File: src/sv/ssl_pkg.sv
package ssl_pkg;

    localparam int ANGLE_FRAC_BITS_DEF = 12;
    localparam int ATAN_STAGES_DEF     = 14;
    localparam int TABLE_LEN           = 20;
    localparam int Q30_BITS            = 30;

    localparam int CORDIC_W = 40;
    localparam int Z_W      = 32;

    localparam logic signed [CORDIC_W-1:0] CORDIC_X0 = 40'sd335544320;

    localparam logic [14:0] MAX_STEER_RESET = 15'd5325;

    localparam int CURV_KH_MAX    = 409;
    localparam int SPD_KH5_MIN    = 26;
    localparam int SPD_KH5_MAX    = 76;
    localparam int SPD_KH6_MIN    = 77;
    localparam int SPD_KH6_MAX    = 153;
    localparam int SPD_KC_ONE_MAX = 256;
    localparam int SPD_KC_TWO_MAX = 512;
    localparam int SPD_KC_THR_MAX = 768;

    localparam logic [3:0] KH10_STRAIGHT = 4'd4;
    localparam logic [3:0] KH10_SLOW     = 4'd5;
    localparam logic [3:0] KH10_MEDIUM   = 4'd6;
    localparam logic [3:0] KH10_FAST     = 4'd8;

    localparam logic [4:0] KC20_CRAWL = 5'd20;
    localparam logic [4:0] KC20_LOW   = 5'd6;
    localparam logic [4:0] KC20_MID   = 5'd4;
    localparam logic [4:0] KC20_HIGH  = 5'd3;

    localparam logic [18:0] RECIP5_M = 19'd419431;
    localparam int          RECIP5_N = 21;

    function automatic logic signed [Z_W-1:0] atan_q30(input int idx);
        logic signed [Z_W-1:0] v;
        case (idx)
            0:       v = 32'sd843314857;
            1:       v = 32'sd497837829;
            2:       v = 32'sd263043837;
            3:       v = 32'sd133525159;
            4:       v = 32'sd67021687;
            5:       v = 32'sd33543516;
            6:       v = 32'sd16775851;
            7:       v = 32'sd8388437;
            8:       v = 32'sd4194283;
            9:       v = 32'sd2097149;
            10:      v = 32'sd1048576;
            11:      v = 32'sd524288;
            12:      v = 32'sd262144;
            13:      v = 32'sd131072;
            14:      v = 32'sd65536;
            15:      v = 32'sd32768;
            16:      v = 32'sd16384;
            17:      v = 32'sd8192;
            18:      v = 32'sd4096;
            19:      v = 32'sd2048;
            default: v = '0;
        endcase
        return v;
    endfunction

endpackage

File: src/sv/ssl_cordic_cell.sv
module ssl_cordic_cell #(
    parameter int STAGE  = 0,
    parameter int HEAD_W = 38
) (
    input  logic                                 aclk,
    input  logic                                 aresetn,
    input  logic                                 adv,
    input  logic                                 valid_in,
    input  logic signed [ssl_pkg::CORDIC_W-1:0]  x_in,
    input  logic signed [ssl_pkg::CORDIC_W-1:0]  y_in,
    input  logic signed [ssl_pkg::Z_W-1:0]       z_in,
    input  logic signed [HEAD_W-1:0]             head_in,
    output logic                                 valid_out,
    output logic signed [ssl_pkg::CORDIC_W-1:0]  x_out,
    output logic signed [ssl_pkg::CORDIC_W-1:0]  y_out,
    output logic signed [ssl_pkg::Z_W-1:0]       z_out,
    output logic signed [HEAD_W-1:0]             head_out
);
    import ssl_pkg::*;

    localparam logic signed [Z_W-1:0] ATAN_STEP = atan_q30(STAGE);

    logic                         valid_reg;
    logic signed [CORDIC_W-1:0]   x_reg, x_next;
    logic signed [CORDIC_W-1:0]   y_reg, y_next;
    logic signed [Z_W-1:0]        z_reg, z_next;
    logic signed [HEAD_W-1:0]     head_reg;
    logic signed [CORDIC_W-1:0]   dx;
    logic signed [CORDIC_W-1:0]   dy;

    always_comb begin
        dx = y_in >>> STAGE;
        dy = x_in >>> STAGE;
        if (!y_in[CORDIC_W-1]) begin
            x_next = x_in + dx;
            y_next = y_in - dy;
            z_next = z_in + ATAN_STEP;
        end else begin
            x_next = x_in - dx;
            y_next = y_in + dy;
            z_next = z_in - ATAN_STEP;
        end
    end

    always_ff @(posedge aclk) begin
        if (!aresetn) begin
            valid_reg <= 1'b0;
        end else if (adv) begin
            valid_reg <= valid_in;
        end
    end

    always_ff @(posedge aclk) begin
        if (adv) begin
            x_reg    <= x_next;
            y_reg    <= y_next;
            z_reg    <= z_next;
            head_reg <= head_in;
        end
    end

    assign valid_out = valid_reg;
    assign x_out     = x_reg;
    assign y_out     = y_reg;
    assign z_out     = z_reg;
    assign head_out  = head_reg;

endmodule

File: config.mk
export PLATFORM = sky130hd
export DESIGN_NAME = ssl_cordic_cell
export DESIGN_NICKNAME = d
export VERILOG_FILES = /design/src/sv/ssl_pkg.sv /design/src/sv/ssl_cordic_cell.sv
export SDC_FILE = /design/constraint.sdc
export NUM_CORES = 1
export LEC_CHECK = 0
export BUFFER_PORTS_ARGS = -buffer_cell sky130_fd_sc_hd__buf_2
export CORE_MARGIN = 3
export CORE_UTILIZATION = 50
export CTS_CLUSTER_SIZE = 10
export DETAILED_ROUTE_END_ITERATION = 10
export GPL_TIMING_DRIVEN = 1
export PLACE_DENSITY = 0.77
export SLEW_MARGIN = 15
export SYNTH_ARGS = -nofsm -noshare
export SYNTH_HDL_FRONTEND = slang
export SYNTH_SLANG_ARGS = --single-unit
File: constraint.sdc
create_clock -name aclk -period 9.56 [get_ports aclk]
set_clock_uncertainty 0.15 [all_clocks]
set_input_delay 0.956 -clock aclk [delete_from_list [all_inputs] [get_ports aclk]]
set_output_delay 0.956 -clock aclk [all_outputs]
set_load 0.03 [all_outputs]
Word-level counts from Yosys, hierarchy flattened. Index checks and enable logic that the tools add are counted.

Input bits: 154. Output and inout port bits: 151. Register bits after elaboration: 151. Word-level logic and storage cells: 13.

Mux-type cells: 3. $add $sub $neg: 5.

Operators with widths (number): 40-bit two-way mux (2); 40-bit subtractor (2); 40-bit adder (1); 32-bit by 31-bit adder with 32-bit output, second input constant (1); 32-bit two-way mux (1); 32-bit by 31-bit subtractor with 32-bit output, second input constant (1).

Depth between registers and ports, before layout.
Word-level depth: 2. Gate-level depth with buffers: 13.

Worst setup path before layout. No wires, ideal clock.

Kind: input to register. Start point: in y_in[39] in the netlist's numbering. End point: reg z_reg[31], in the netlist z_out[31], data pin. Arrival: 4.178 ns. Stages on the path: 13. Path slack: 4.972 ns. Path through: inv_1 -> clkbuf_1 -> buf_1 -> ha_1 -> o21a_1 -> a31o_1 -> a221oi_4 -> o31ai_2 -> o41ai_4 -> o21ai_2 -> a221oi_2 -> a31oi_1 -> xnor2_1.

Longest elaborated chain between the ends: 1.

RTL lines: start, declared (RTL line ssl_cordic_cell.sv:10) `input logic signed [ssl_pkg::CORDIC_W-1:0] y_in,`; 32-bit two-way mux (RTL line ssl_cordic_cell.sv:34) `if (!y_in[CORDIC_W-1]) begin`; net z_next[31] (RTL line ssl_cordic_cell.sv:26) `logic signed [Z_W-1:0] z_reg, z_next;`; end signal, assigned (RTL line ssl_cordic_cell.sv:57) `z_reg <= z_next;`; end, declared (RTL line ssl_cordic_cell.sv:26).

The timed path passes the listed nets, and every way through them passes these cells. A chain may end at the register's enable or synchronous reset.

Worst setup path in the final report. Same ends and word-level chain as after synthesis.

==> summary.md <==
| Metric | Value |
|---|---|
| Status | `completed` |
| CTS Hold Bufs | `0` |
| Synth top area cells | `edfxtp_1, ha_1, a21oi_1, xnor2_1, nor2_1` |
| Path type of the worst setup path | `in -> reg` |
| Max cap viols | `0` |
| Cts repair resizes | `0` |
| Endpoint type of the worst setup path | `register` |
| CP arrival | `approximately 4500 ps` |
| CTS Sinks | `150` |
| WL per Instance | `approximately 20 um` |
| Dpl ws | `~4700 ps` |
| Largest delay share family, worst path | `compound AO/OA/AOI/OAI gates` |
| CTS clk-pin slew, worst paths | `roughly 70 ps` |
| #FFs+latches synth | `150` |
| Netlist cell types | `between 80 and 90` |
| Yosys top cell by area | `edfxtp_1` |
| Post-CTS Setup Bufs | `0` |
| Most used cell, CP | `buf_4` |
| TritonCTS clock tree | `done` |
| Pwr dens | `163 nW/um2` |
| DP Area | `between 15000 and 20000 um2` |
| Port-buffer cells | `about 300` |
| Initial Utilization | `between 50 and 60%` |
| DRT Wirelength | `43500 um` |
| DR vias | `around 13000` |
| Crit path launch type | `primary input` |
| Final Hold Fails | `0` |
| Die W | `170 um` |
| Overall Global Routing Usage | `29.1%` |
| CTS Buf Count | `17` |
| Area grow syn2layout | `17.5%` |
| Synth cell count leaders | `a21oi_1, edfxtp_1, ha_1` |
| WP data required | `9600 ps` |
| Net Count, Synth | `roughly 1800` |
| Die area | `between 20000 and 30000 um2` |
| Vias per cell | `a little over 6` |
| Sequential share of the synthesized area | `33.5%` |
| Row count | `~60` |
| TNS Setup | `0 ps` |
| Clock buffer depth | `2` |
| Antenna violations before repair | `1` |
| Worst-Skew Late Latency | `430 ps` |
| Final WS setup | `between 5000 and 6000 ps` |
| YS warnings | `0` |
| Min Clock Period, post-route | `4460 ps` |
| Setup-failing EPs final | `0` |
| Synth Cell Area | `13400 um2` |
| IR Drop Worst-Case VDD | `~0.11 mV` |
| Die Ht | `170 um` |
| Routed Antenna Nets | `0` |
| Worst path bufs/invs | `2` |
| Initial DRC Count | `between 1000 and 1500` |
| Core Area | `26200 um2` |
| Root Driver | `clkbuf_16` |
| Layout cells sized above 1 | `a little over a fifth` |
| Critical-path cell list | `buf_4 > buf_4 > ha_1 > o21ai_0 > o21bai_1 > a221oi_4 > o31ai_2 > o41ai_4 > o21ai_2 > a221oi_2 > a31oi_1 > xnor2_1` |
| Worst path max stage delay | `730 ps` |
| Max-slew headroom | `between 30% and 40%` |
| Post-synth EDFFs | `between 100 and 150` |
| Max-slew violations | `0` |
| CTS H-tree depth | `4` |
| Worst-path fanout max | `63` |
| Ys async rst share | `0%` |
| Synth top area share | `~33%` |
| Final period utilization | `46.6%` |
| Highest-delay cell along the critical path | `buf_4` |
| Total gr overflow | `0` |
| Leakage | `approximately 7 nW` |
| Final GP Congestion | `between 1 and 1.5` |
| Post-route cell area | `15800 um2` |
| Io pins | `slightly above 300` |
| DRC | `0` |
| Post-synth top flop | `edfxtp_1` |
| Worst Hold Margin | `around 430 ps` |
| Vias in the first global route | `12500` |
| 1st-pass router iterations | `6` |
| Nets | `~2100` |
| F_max | `between 200 and 250 MHz` |
| Worst slew pin tran | `~940 ps` |
| Top-count cell post-synth | `a21oi_1` |
| First-pass GRT wire length | `66800 um` |
| HP Class | `reg -> reg` |
| RSZ-0062 raised after global routing | `false` |
| DPL Wire Length | `between 30000 and 40000 um` |
| Mapped Cells | `between 1500 and 2000` |
| Largest net degree at the start of global routing | `between 90 and 100` |
| Synth Area per Inst | `approximately 9 um2` |
## metrics by stage
stage	std cells	power (mW)	util [%]
after global routing	2129	2.69	60.2
after global placement	2097	1.86	57.9
final	2131	2.57	60.2
after detailed placement	2097	1.87	57.9
after floorplan	1514	1.56	-
after CTS	2129	2.57	60.2
## cells in the final DEF, fill, tap and decap left out, types with 8 or more instances in the layout
cell type / Yosys / layout
nand2_1: 81 / 81
a21oi_1: 189 / 189
a31oi_1: 12 / 12
nand3_1: 29 / 29
o211ai_1: 13 / 13
inv_1: 127 / 126
buf_4: 2 / 8
a21o_1: 51 / 51
a211oi_1: 16 / 16
nor3_1: 27 / 27
o21ai_0: 90 / 90
o31ai_1: 20 / 20
nor2b_1: 11 / 11
nor2_1: 132 / 132
mux2i_1: 22 / 22
nand4_1: 23 / 23
edfxtp_1: 149 / 149
and2_1: 8 / 8
o21a_1: 10 / 10
ha_1: 147 / 147
a221oi_1: 10 / 10
clkbuf_16: 0 / 17
xor2_1: 13 / 13
nand2b_1: 14 / 14
o21bai_1: 34 / 34
nor4_1: 11 / 11
buf_2: 10 / 302
xnor2_1: 86 / 86
## kinds of logic after synthesis
kind of cell               after synthesis  share of synthesized area, %
AOI/OAI and AO/OA                      523                          25.2
xor gates and xnor gates                99                          6.46
adders and majority gates              151                          14.3
buffers and inverters                  197                          5.67
DFF                                    150                          33.5
muxes                                   24                          1.81
and+or+nand+nor                        370                          13.0
## final cells by class
type / instances / area (um2)
Timing Repair Buffer: 311 / 1580
Multi-Input combinational cell: 1167 / 8170
Clock buffer: 17 / 425
Clock inverter: 15 / 179
Tap cell: 335 / 419
Sequential cell: 150 / 4490
Inverter: 134 / 503
Fill cell: 2357 / 10400
Antenna cell: 2 / 5.00
## tightest hold or removal path, cell delays in order (launching register included)
cell and delay (ps):
dfxtp_1 350, mux2i_1 90, nor2b_1 100
## power by group
group / total [mW] / internal [mW] / switching, mW
clock: 0.696 / 0.356 / 0.340
sequential: 0.880 / 0.851 / 0.0290
combinational: 0.994 / 0.324 / 0.670
total: 2.57 / 1.53 / 1.04
## registers in the layout, summed over array words and instances (netlist names)
| register | cells |
|---|---|
| head_out | 38 |
| valid_out | 1 |
| x_out | 40 |
| y_out | 39 |
| z_out | 32 |
## final timing paths
kind | from | endpoint | slack, ps | depth (start not counted)
max | y_in[39] | z_out[31]$_DFFE_PP_ | 5100 | 12
min | valid_out$_SDFFE_PN0P_ | valid_out$_SDFFE_PN0P_ | 430 | 2
max reg2reg | valid_out$_SDFFE_PN0P_ | valid_out$_SDFFE_PN0P_ | 8750 | 2
min reg2reg | valid_out$_SDFFE_PN0P_ | valid_out$_SDFFE_PN0P_ | 430 | 2
## per-layer routing
layer	vias up	track usage, %	share of wire, %
met3	120	5.09	9.0
met4	0	11.2	3.8
li1	6064	-	-
met1	6066	36.7	40
met5	-	0	0
met2	742	50.1	47
No activity file was read; power rests on OpenSTA's default activity.
