### src/sv/ssl_pkg.sv
package ssl_pkg;

    localparam int ANGLE_FRAC_BITS_DEF = 12;
    localparam int ATAN_STAGES_DEF     = 14;
    localparam int TABLE_LEN           = 20;
    localparam int Q30_BITS            = 30;

    localparam int CORDIC_W = 40;
    localparam int Z_W      = 32;

    localparam logic signed [CORDIC_W-1:0] CORDIC_X0 = 40'sd335544320;

    localparam logic [14:0] MAX_STEER_RESET = 15'd5325;

    localparam int CURV_KH_MAX    = 409;
    localparam int SPD_KH5_MIN    = 26;
    localparam int SPD_KH5_MAX    = 76;
    localparam int SPD_KH6_MIN    = 77;
    localparam int SPD_KH6_MAX    = 153;
    localparam int SPD_KC_ONE_MAX = 256;
    localparam int SPD_KC_TWO_MAX = 512;
    localparam int SPD_KC_THR_MAX = 768;

    localparam logic [3:0] KH10_STRAIGHT = 4'd4;
    localparam logic [3:0] KH10_SLOW     = 4'd5;
    localparam logic [3:0] KH10_MEDIUM   = 4'd6;
    localparam logic [3:0] KH10_FAST     = 4'd8;

    localparam logic [4:0] KC20_CRAWL = 5'd20;
    localparam logic [4:0] KC20_LOW   = 5'd6;
    localparam logic [4:0] KC20_MID   = 5'd4;
    localparam logic [4:0] KC20_HIGH  = 5'd3;

    localparam logic [18:0] RECIP5_M = 19'd419431;
    localparam int          RECIP5_N = 21;

    function automatic logic signed [Z_W-1:0] atan_q30(input int idx);
        logic signed [Z_W-1:0] v;
        case (idx)
            0:       v = 32'sd843314857;
            1:       v = 32'sd497837829;
            2:       v = 32'sd263043837;
            3:       v = 32'sd133525159;
            4:       v = 32'sd67021687;
            5:       v = 32'sd33543516;
            6:       v = 32'sd16775851;
            7:       v = 32'sd8388437;
            8:       v = 32'sd4194283;
            9:       v = 32'sd2097149;
            10:      v = 32'sd1048576;
            11:      v = 32'sd524288;
            12:      v = 32'sd262144;
            13:      v = 32'sd131072;
            14:      v = 32'sd65536;
            15:      v = 32'sd32768;
            16:      v = 32'sd16384;
            17:      v = 32'sd8192;
            18:      v = 32'sd4096;
            19:      v = 32'sd2048;
            default: v = '0;
        endcase
        return v;
    endfunction

endpackage

### src/sv/ssl_front.sv
module ssl_front #(
    parameter int ANGLE_FRAC_BITS = ssl_pkg::ANGLE_FRAC_BITS_DEF,
    parameter int HEAD_W          = 20 + ssl_pkg::Q30_BITS - ANGLE_FRAC_BITS
) (
    input  logic                                 aclk,
    input  logic                                 aresetn,
    input  logic                                 adv,
    input  logic                                 s_valid,
    input  logic signed [15:0]                   s_yaw_err,
    input  logic signed [15:0]                   s_lateral_err,
    input  logic        [15:0]                   s_speed,
    input  logic signed [15:0]                   s_path_curv,
    output logic                                 valid_out,
    output logic signed [ssl_pkg::CORDIC_W-1:0]  y_out,
    output logic signed [HEAD_W-1:0]             head_out
);
    import ssl_pkg::*;

    localparam int SH     = Q30_BITS - ANGLE_FRAC_BITS;
    localparam int PROD_W = 38;
    localparam int Q5_W   = PROD_W - RECIP5_N;

    localparam logic [HEAD_W-1:0] FRAC1 = HEAD_W'((1 * (1 << (SH - 1))) / 5);
    localparam logic [HEAD_W-1:0] FRAC2 = HEAD_W'((2 * (1 << (SH - 1))) / 5);
    localparam logic [HEAD_W-1:0] FRAC3 = HEAD_W'((3 * (1 << (SH - 1))) / 5);
    localparam logic [HEAD_W-1:0] FRAC4 = HEAD_W'((4 * (1 << (SH - 1))) / 5);

    logic [3:0]          kh10;
    logic [4:0]          kc20;
    logic signed [20:0]  yaw_prod;
    logic [20:0]         yaw_abs;

    logic                valid_a_reg;
    logic signed [21:0]  lat_a_reg, lat_a_next;
    logic [18:0]         mag_a_reg;
    logic                neg_a_reg;

    logic                valid_b_reg;
    logic signed [21:0]  lat_b_reg;
    logic [18:0]         mag_b_reg;
    logic                neg_b_reg;
    logic [PROD_W-1:0]   prod_b_reg, prod_b_next;

    logic                valid_c_reg;
    logic signed [CORDIC_W-1:0] y_c_reg, y_c_next;
    logic signed [HEAD_W-1:0]   head_c_reg, head_c_next;

    logic [Q5_W-1:0]     quot5;
    logic [18:0]         rem_full;
    logic [HEAD_W-1:0]   frac;
    logic [HEAD_W-1:0]   head_mag;

    always_comb begin
        if (s_path_curv <= CURV_KH_MAX) begin
            kh10 = KH10_STRAIGHT;
        end else if (s_speed inside {[SPD_KH5_MIN:SPD_KH5_MAX]}) begin
            kh10 = KH10_SLOW;
        end else if (s_speed inside {[SPD_KH6_MIN:SPD_KH6_MAX]}) begin
            kh10 = KH10_MEDIUM;
        end else begin
            kh10 = KH10_FAST;
        end

        if (s_speed <= SPD_KC_ONE_MAX) begin
            kc20 = KC20_CRAWL;
        end else if (s_speed <= SPD_KC_TWO_MAX) begin
            kc20 = KC20_LOW;
        end else if (s_speed <= SPD_KC_THR_MAX) begin
            kc20 = KC20_MID;
        end else begin
            kc20 = KC20_HIGH;
        end

        yaw_prod   = $signed({1'b0, kh10}) * s_yaw_err;
        yaw_abs    = yaw_prod[20] ? 21'(-yaw_prod) : 21'(yaw_prod);
        lat_a_next = $signed({1'b0, kc20}) * s_lateral_err;
    end

    assign prod_b_next = PROD_W'(mag_a_reg) * PROD_W'(RECIP5_M);

    always_comb begin
        quot5    = prod_b_reg[PROD_W-1:RECIP5_N];
        rem_full = mag_b_reg - 19'({quot5, 2'b00} + {2'b00, quot5});
        case (rem_full[2:0])
            3'd1:    frac = FRAC1;
            3'd2:    frac = FRAC2;
            3'd3:    frac = FRAC3;
            3'd4:    frac = FRAC4;
            default: frac = '0;
        endcase
        head_mag    = (HEAD_W'(quot5) << (SH - 1)) + frac;
        head_c_next = neg_b_reg ? $signed(head_mag) : -$signed(head_mag);
        y_c_next    = {{(CORDIC_W - 38){lat_b_reg[21]}}, lat_b_reg, 16'd0};
    end

    always_ff @(posedge aclk) begin
        if (!aresetn) begin
            valid_a_reg <= 1'b0;
            valid_b_reg <= 1'b0;
            valid_c_reg <= 1'b0;
        end else if (adv) begin
            valid_a_reg <= s_valid;
            valid_b_reg <= valid_a_reg;
            valid_c_reg <= valid_b_reg;
        end
    end

    always_ff @(posedge aclk) begin
        if (adv) begin
            lat_a_reg  <= lat_a_next;
            mag_a_reg  <= yaw_abs[18:0];
            neg_a_reg  <= s_yaw_err[15];
            lat_b_reg  <= lat_a_reg;
            mag_b_reg  <= mag_a_reg;
            neg_b_reg  <= neg_a_reg;
            prod_b_reg <= prod_b_next;
            y_c_reg    <= y_c_next;
            head_c_reg <= head_c_next;
        end
    end

    assign valid_out = valid_c_reg;
    assign y_out     = y_c_reg;
    assign head_out  = head_c_reg;

endmodule

### config.mk
export PLATFORM = sky130hd
export DESIGN_NAME = ssl_front
export DESIGN_NICKNAME = d
export VERILOG_FILES = /design/src/sv/ssl_pkg.sv /design/src/sv/ssl_front.sv
export SDC_FILE = /design/constraint.sdc
export NUM_CORES = 1
export LEC_CHECK = 0
export ABC_AREA = 1
export BUFFER_PORTS_ARGS = -buffer_cell sky130_fd_sc_hd__buf_2
export CAP_MARGIN = 0
export CORE_UTILIZATION = 50
export DETAILED_ROUTE_END_ITERATION = 10
export PLACE_DENSITY = 0.75
export RECOVER_POWER = 100
export SETUP_SLACK_MARGIN = 0.3
export SYNTH_ARGS = -nofsm -noshare
export SYNTH_HDL_FRONTEND = slang
export SYNTH_SLANG_ARGS = --single-unit
### constraint.sdc
create_clock -name aclk -period 6.5 [get_ports aclk]
set_clock_uncertainty 0.05 [all_clocks]
set_input_delay 0.975 -clock aclk [delete_from_list [all_inputs] [get_ports aclk]]
set_output_delay 0.975 -clock aclk [all_outputs]
set_load 0.02 [all_outputs]
* Word level (Yosys, flattened, before mapping)
Cells that the tools add are included.
Widths: inputs -> output; s select.
** Storage, ports and cells
- Bits of input ports :: 68
- Flip-flop bits (word level) :: 169
- Output and inout port bits :: 79
- Word-level logic and storage cells :: 43
** Operators by class
- Add/sub/neg operators :: 5
- $mul :: 3
- Eq/ne operators :: 4
- Multiplexer cells :: 9
- Reductions and logical operators :: 2
- $lt $le $gt $ge :: 8
** Operators with widths (count)
- $pmux 17 s4 :: 1
- $le 16x10->1 const B :: 3
- $mul 19x19->38 const B :: 1
- $mux 38 :: 1
- $neg 38->38 :: 1
- $add 34x17->35 :: 1
- $mul 6x16->22 :: 1
- $mul 5x16->21 :: 1
- $mux 19 :: 1
- $neg 19->19 :: 1
- $ge 16x5->1 const B :: 1
- $ge 16x7->1 const B :: 1
- $le 16x7->1 const B :: 1
- $le 16x8->1 const B :: 1
- $le 16x9->1 const B :: 1
- $mux 4 :: 3
- $eq 3x2->1 const B :: 2
- $mux 3 :: 2
- $mux 5 :: 1
- $add 3x3->3 :: 1
- $eq 3x1->1 const B :: 1
- $eq 3x3->1 const B :: 1
- $sub 3x3->3 :: 1
- $logic_and 1x1->1 :: 2

* Depth between registers and ports, before layout
- Depth after elaboration :: 8
- Mapped depth :: 32
- Mapped depth without buffers :: 32

* Worst setup path after synthesis
Ideal clock, no wire load.
- Kind :: input to register
- Start :: input port s_path_curv[4]
- End :: register mag_a_reg[17] (data pin)
- Setup slack :: 0.883 ns
- Required time :: 6.198 ns
- Arrival :: 5.315 ns
- Buffers on the path :: 1
- Cell stages on the path :: 27
- Cell sequence :: nand2_1 o21ai_1 nand2_1 a21oi_1 nor3b_2 clkbuf_1 nor2_1 ha_1 fa_1 inv_1 fa_1 inv_1 ha_1 nand2_1 inv_1 a21oi_1 nand3b_1 nand2_1 nand3_2 nor2_1 nand2_1 nor2_2 nand2_1 nand2_1 nand2_1 nand2_1 nand2_1
** On the way
- Word-level cells in the longest chain between the ends :: 5
** RTL lines
- start, declared :: RTL line ssl_front.sv:12 : input logic signed [15:0] s_path_curv,
- $le 16x10->1 * :: RTL line ssl_front.sv:54 : if (s_path_curv <= CURV_KH_MAX) begin
- $mux 4 * :: RTL line ssl_front.sv:54
- $mul 5x16->21 * :: RTL line ssl_front.sv:74 : yaw_prod = $signed({1'b0, kh10}) * s_yaw_err;
- $neg 19->19 :: RTL line ssl_front.sv:75 : yaw_abs = yaw_prod[20] ? 21'(-yaw_prod) : 21'(yaw_prod);
- $mux 19 * :: RTL line ssl_front.sv:75
- via yaw_abs[17] :: RTL line ssl_front.sv:31 : logic [20:0] yaw_abs;
- end signal, assigned :: RTL line ssl_front.sv:111 : mag_a_reg <= yaw_abs[18:0];
- end, declared :: RTL line ssl_front.sv:35 : logic [18:0] mag_a_reg;
The timed path passes the listed nets; every way through them passes the cells marked *.
A chain may end at the register's enable or synchronous reset.

* Worst setup path after layout
- Start :: input port s_speed[7]
- End :: register lat_a_reg[19] (data pin)
** On the way
- Word-level cells in the longest chain between the ends :: 5
- Elaborated cells on any way between the ends :: 7
- Those cells by class :: mul: 1; order compare: 3; mux: 3
** RTL lines
- start, declared :: RTL line ssl_front.sv:11 : input logic [15:0] s_speed,
- $le 16x10->1 :: RTL line ssl_front.sv:68 : end else if (s_speed <= SPD_KC_THR_MAX) begin
- $mux 3 :: RTL line ssl_front.sv:68
- $mux 3 :: RTL line ssl_front.sv:66 : end else if (s_speed <= SPD_KC_TWO_MAX) begin
- $mux 5 * :: RTL line ssl_front.sv:64 : if (s_speed <= SPD_KC_ONE_MAX) begin
- $mul 6x16->22 * :: RTL line ssl_front.sv:76 : lat_a_next = $signed({1'b0, kc20}) * s_lateral_err;
- via lat_a_next[19] :: RTL line ssl_front.sv:34 : logic signed [21:0] lat_a_reg, lat_a_next;
- end signal, assigned :: RTL line ssl_front.sv:110 : lat_a_reg <= lat_a_next;
- end, declared :: RTL line ssl_front.sv:34
Marked as above.

==> summary.md <==
| Metric | Value |
|---|---|
| Status | finished with violations |
| Failing checks | max-capacitance violations, max-slew violations |
| Main synth FF type | edfxtp_1 |
| RSZ-0062 raised after global routing | no |
| Relative slew margins | -0.949 |
| Critical Path Start | s_speed[7] |
| DPL Wire Length | 31.8 mm |
| WS Path Type | in2reg |
| Max Clock Freq | about 0.17 GHz |
| Routed len/inst | around 14 um |
| Global route hottest layer | met2 |
| Remaining DRCs | 0 |
| Final period utilization | 0.916 |
| Post-cts resize count | 0 |
| Gr usage total | 0.214 |
| # clock sinks | 140 |
| CTS tree | done |
| Worst EP arrival | approximately 6.1 ns |
| Die Wd | 192 um |
| Setup ws final | 0.544 ns |
| Total of max-cap violations | 2 |
| Area Growth Syn to Fin | 8.31% |
| Top-area cell type share of the netlist area | 0.229 |
| Setup WS pre-CTS | about 0.36 ns |
| Synth top area cells | edfxtp_1 23%, fa_1 22%, ha_1 17% |
| Post-Syn Area | approximately 18000 um^2 |
| I/O Buffers | 129 |
| Yosys top cell by area | edfxtp_1 |
| Crit path max fanout | 18 |
| Critical Path RT | 6.63 ns |
| Starting Density | 0.507 |
| Origin of the critical flop-to-flop path | mag_a_reg[8] |
| Initial antenna violation count | 0 |
| Placed Area | 19100 um^2 |
| Core area | 35500 um^2 |
| DRT antenna net count | 0 |
| H-tree depth | 4 |
| First-pass GRT wire length | 62.6 mm |
| Post-CTS setup buffers | 0 |
| Post-route cell area | 19500 um^2 |
| Root Driver | clkbuf_16 |
| Post-Synthesis Cells | 2098 |
| Hold buffers post-CTS | 0 |
| Final nets | between 2k and 3k |
| Cells on worst reg2reg path | 18 |
| Met3 Resource Use GR | 0.0287 |
| R2r endpoint | prod_b_reg[37] |
| Final setup vio count | 0 |
| Final Critical Period | roughly 6 ns |
| Pre-antenna DRT Iters | 5 |
| Via count | 13.4k |
| Global route overflow | 0 |
| Initial DRC count | around 650 |
| EDFF count, synth | 137 |
| Cell Rows | 69 |
| Fill count | roughly 3.2k |
| Commonest cells in the netlist | 553 x inv_1, 366 x nand2_1, 243 x ha_1, 200 x fa_1, 168 x nor2_1 |
| Routed Wire Length | 37.4 mm |
| R2r setup slk | about 0.73 ns |
| GP Congestion | between 0.9 and 1 |
| Largest net degree at the start of global routing | 85 |
| Die height | 192 um |
| Worst-Skew Late Latency | 0.43 ns |
| Setup TNS | 0 ns |
| Most frequent cell after synthesis | inv_1 |
| Final Hold Fails | 0 |
| Full die area | 36700 um^2 |
| Post-synthesis cell type count | 51 |
| Crit path capture | lat_a_reg[19] |
| Element type at the critical path end | flip-flop |
| Fraction of registers with async set/reset | 0 |
| Worst hold path class | reg2reg |
| Final std cells w/o fill | 2700 |
| CP startpoint kind | primary input |
| Fin. max-slew vios | 144 |
| Share of cells above drive strength 1 | 0.0549 |
| I/O pins | around 150 |
| Max FFs per register | 30 |
| Syn avg cell area | between 8 and 9 um^2 |
| Sequential-to-total area share from yosys stat | 0.232 |
| Yosys reg bits | 140 |
| Vias in the first global route | 13.5k |
| CTS clk-pin slew, worst paths | 0.06 ns |
| Placed insts | 2669 |
| Synthesis Warnings | 0 |
| Vias per cell | 4.98 |
| # diodes | 0 |
| Worst-case clock buffer depth | 2 |
| CTS buffer count | 17 |
| Met1 GRT Util | 0.267 |
| Measured slew at the worst slew-check pin | 2.92 ns |
| Met2 Use GR | 0.375 |
-- critical path, stage by stage --
cell      delay, ns
clkbuf_1       0.14
nor2_1         0.08
inv_1          0.08
nor3_1         0.05
nand2_1        0.07
nand2_1        0.09
a21oi_1        0.17
clkbuf_1       0.58
clkinv_1       0.69
nand2_1        0.28
fa_1           0.42
inv_1          0.08
ha_1           0.14
inv_1          0.06
fa_1           0.53
inv_1          0.04
ha_1           0.38
nand2_1        0.09
nor2_1         0.15
nand4_1        0.13
o211ai_1       0.28
nand3_1        0.14
o21bai_1       0.22
nand2_1        0.09
nand2_1        0.08
xor2_1         0.06
-- final cells by class --
type,count,area (um^2),share of cell area
Multi-Input combinational cell,1373,11500,0.588
Sequential cell,140,4170,0.214
Inverter,559,2100,0.108
Timing Repair Buffer,136,607,0.0311
Tap cell,461,577,0.0296
Clock buffer,18,429,0.0220
Clock inverter,13,135,0.00693
-- kinds of logic after synthesis --
family	share of synthesized area
AOI/OAI and AO/OA	0.0556
xor gates and xnor gates	0.0340
adders and majority gates	0.392
buffers and inverters	0.132
DFF	0.232
other	0.000208
and+or+nand+nor	0.155
-- per-layer routing --
layer | vias up | part of all wire
li1 | 6707 | -
met1 | 6305 | 0.44
met2 | 348 | 0.49
met3 | 83 | 0.041
met4 | 0 | 0.033
met5 | - | 0
-- worst min-delay path by stage --
| stage | startpoint | slack, ns | to | depth (start not counted) |
|---|---|---|---|---|
| detailed placement | lat_a_reg[5] | 0.35 | lat_b_reg[5] | 0 |
| finish | lat_b_reg[14] | 0.36 | y_out[30] | 0 |
| floorplan | lat_a_reg[0] | 0.35 | lat_b_reg[0] | 0 |
| CTS | lat_b_reg[14] | 0.37 | y_out[30] | 0 |
| global placement | lat_a_reg[1] | 0.35 | lat_b_reg[1] | 0 |
| global route | lat_b_reg[4] | 0.37 | y_out[20] | 0 |
-- placed cells by master, fill, tap and decap left out, types with 5 or more instances in the layout --
cell	instances
ha_1	243
a21oi_1	80
xor2_1	42
buf_2	63
nand3b_1	8
clkbuf_1	68
o21bai_1	5
a31oi_1	6
xnor2_1	26
nor2_1	170
conb_1	16
nand2_1	366
edfxtp_1	137
fa_1	200
o21ai_0	56
nor3_1	22
nand4_1	19
nand3_1	62
inv_1	554
clkbuf_16	17
-- stage by stage --
step | util | hold WS (ns)
after global routing | 0.549 | 0.372
after global placement | 0.537 | 0.352
final | 0.549 | 0.364
after floorplan | - | 0.350
after detailed placement | 0.537 | 0.355
after CTS | 0.553 | 0.366
Power is left out: the tool's default activity adds up to more than one toggle a clock period on the data nets, which glitch-free logic cannot reach.
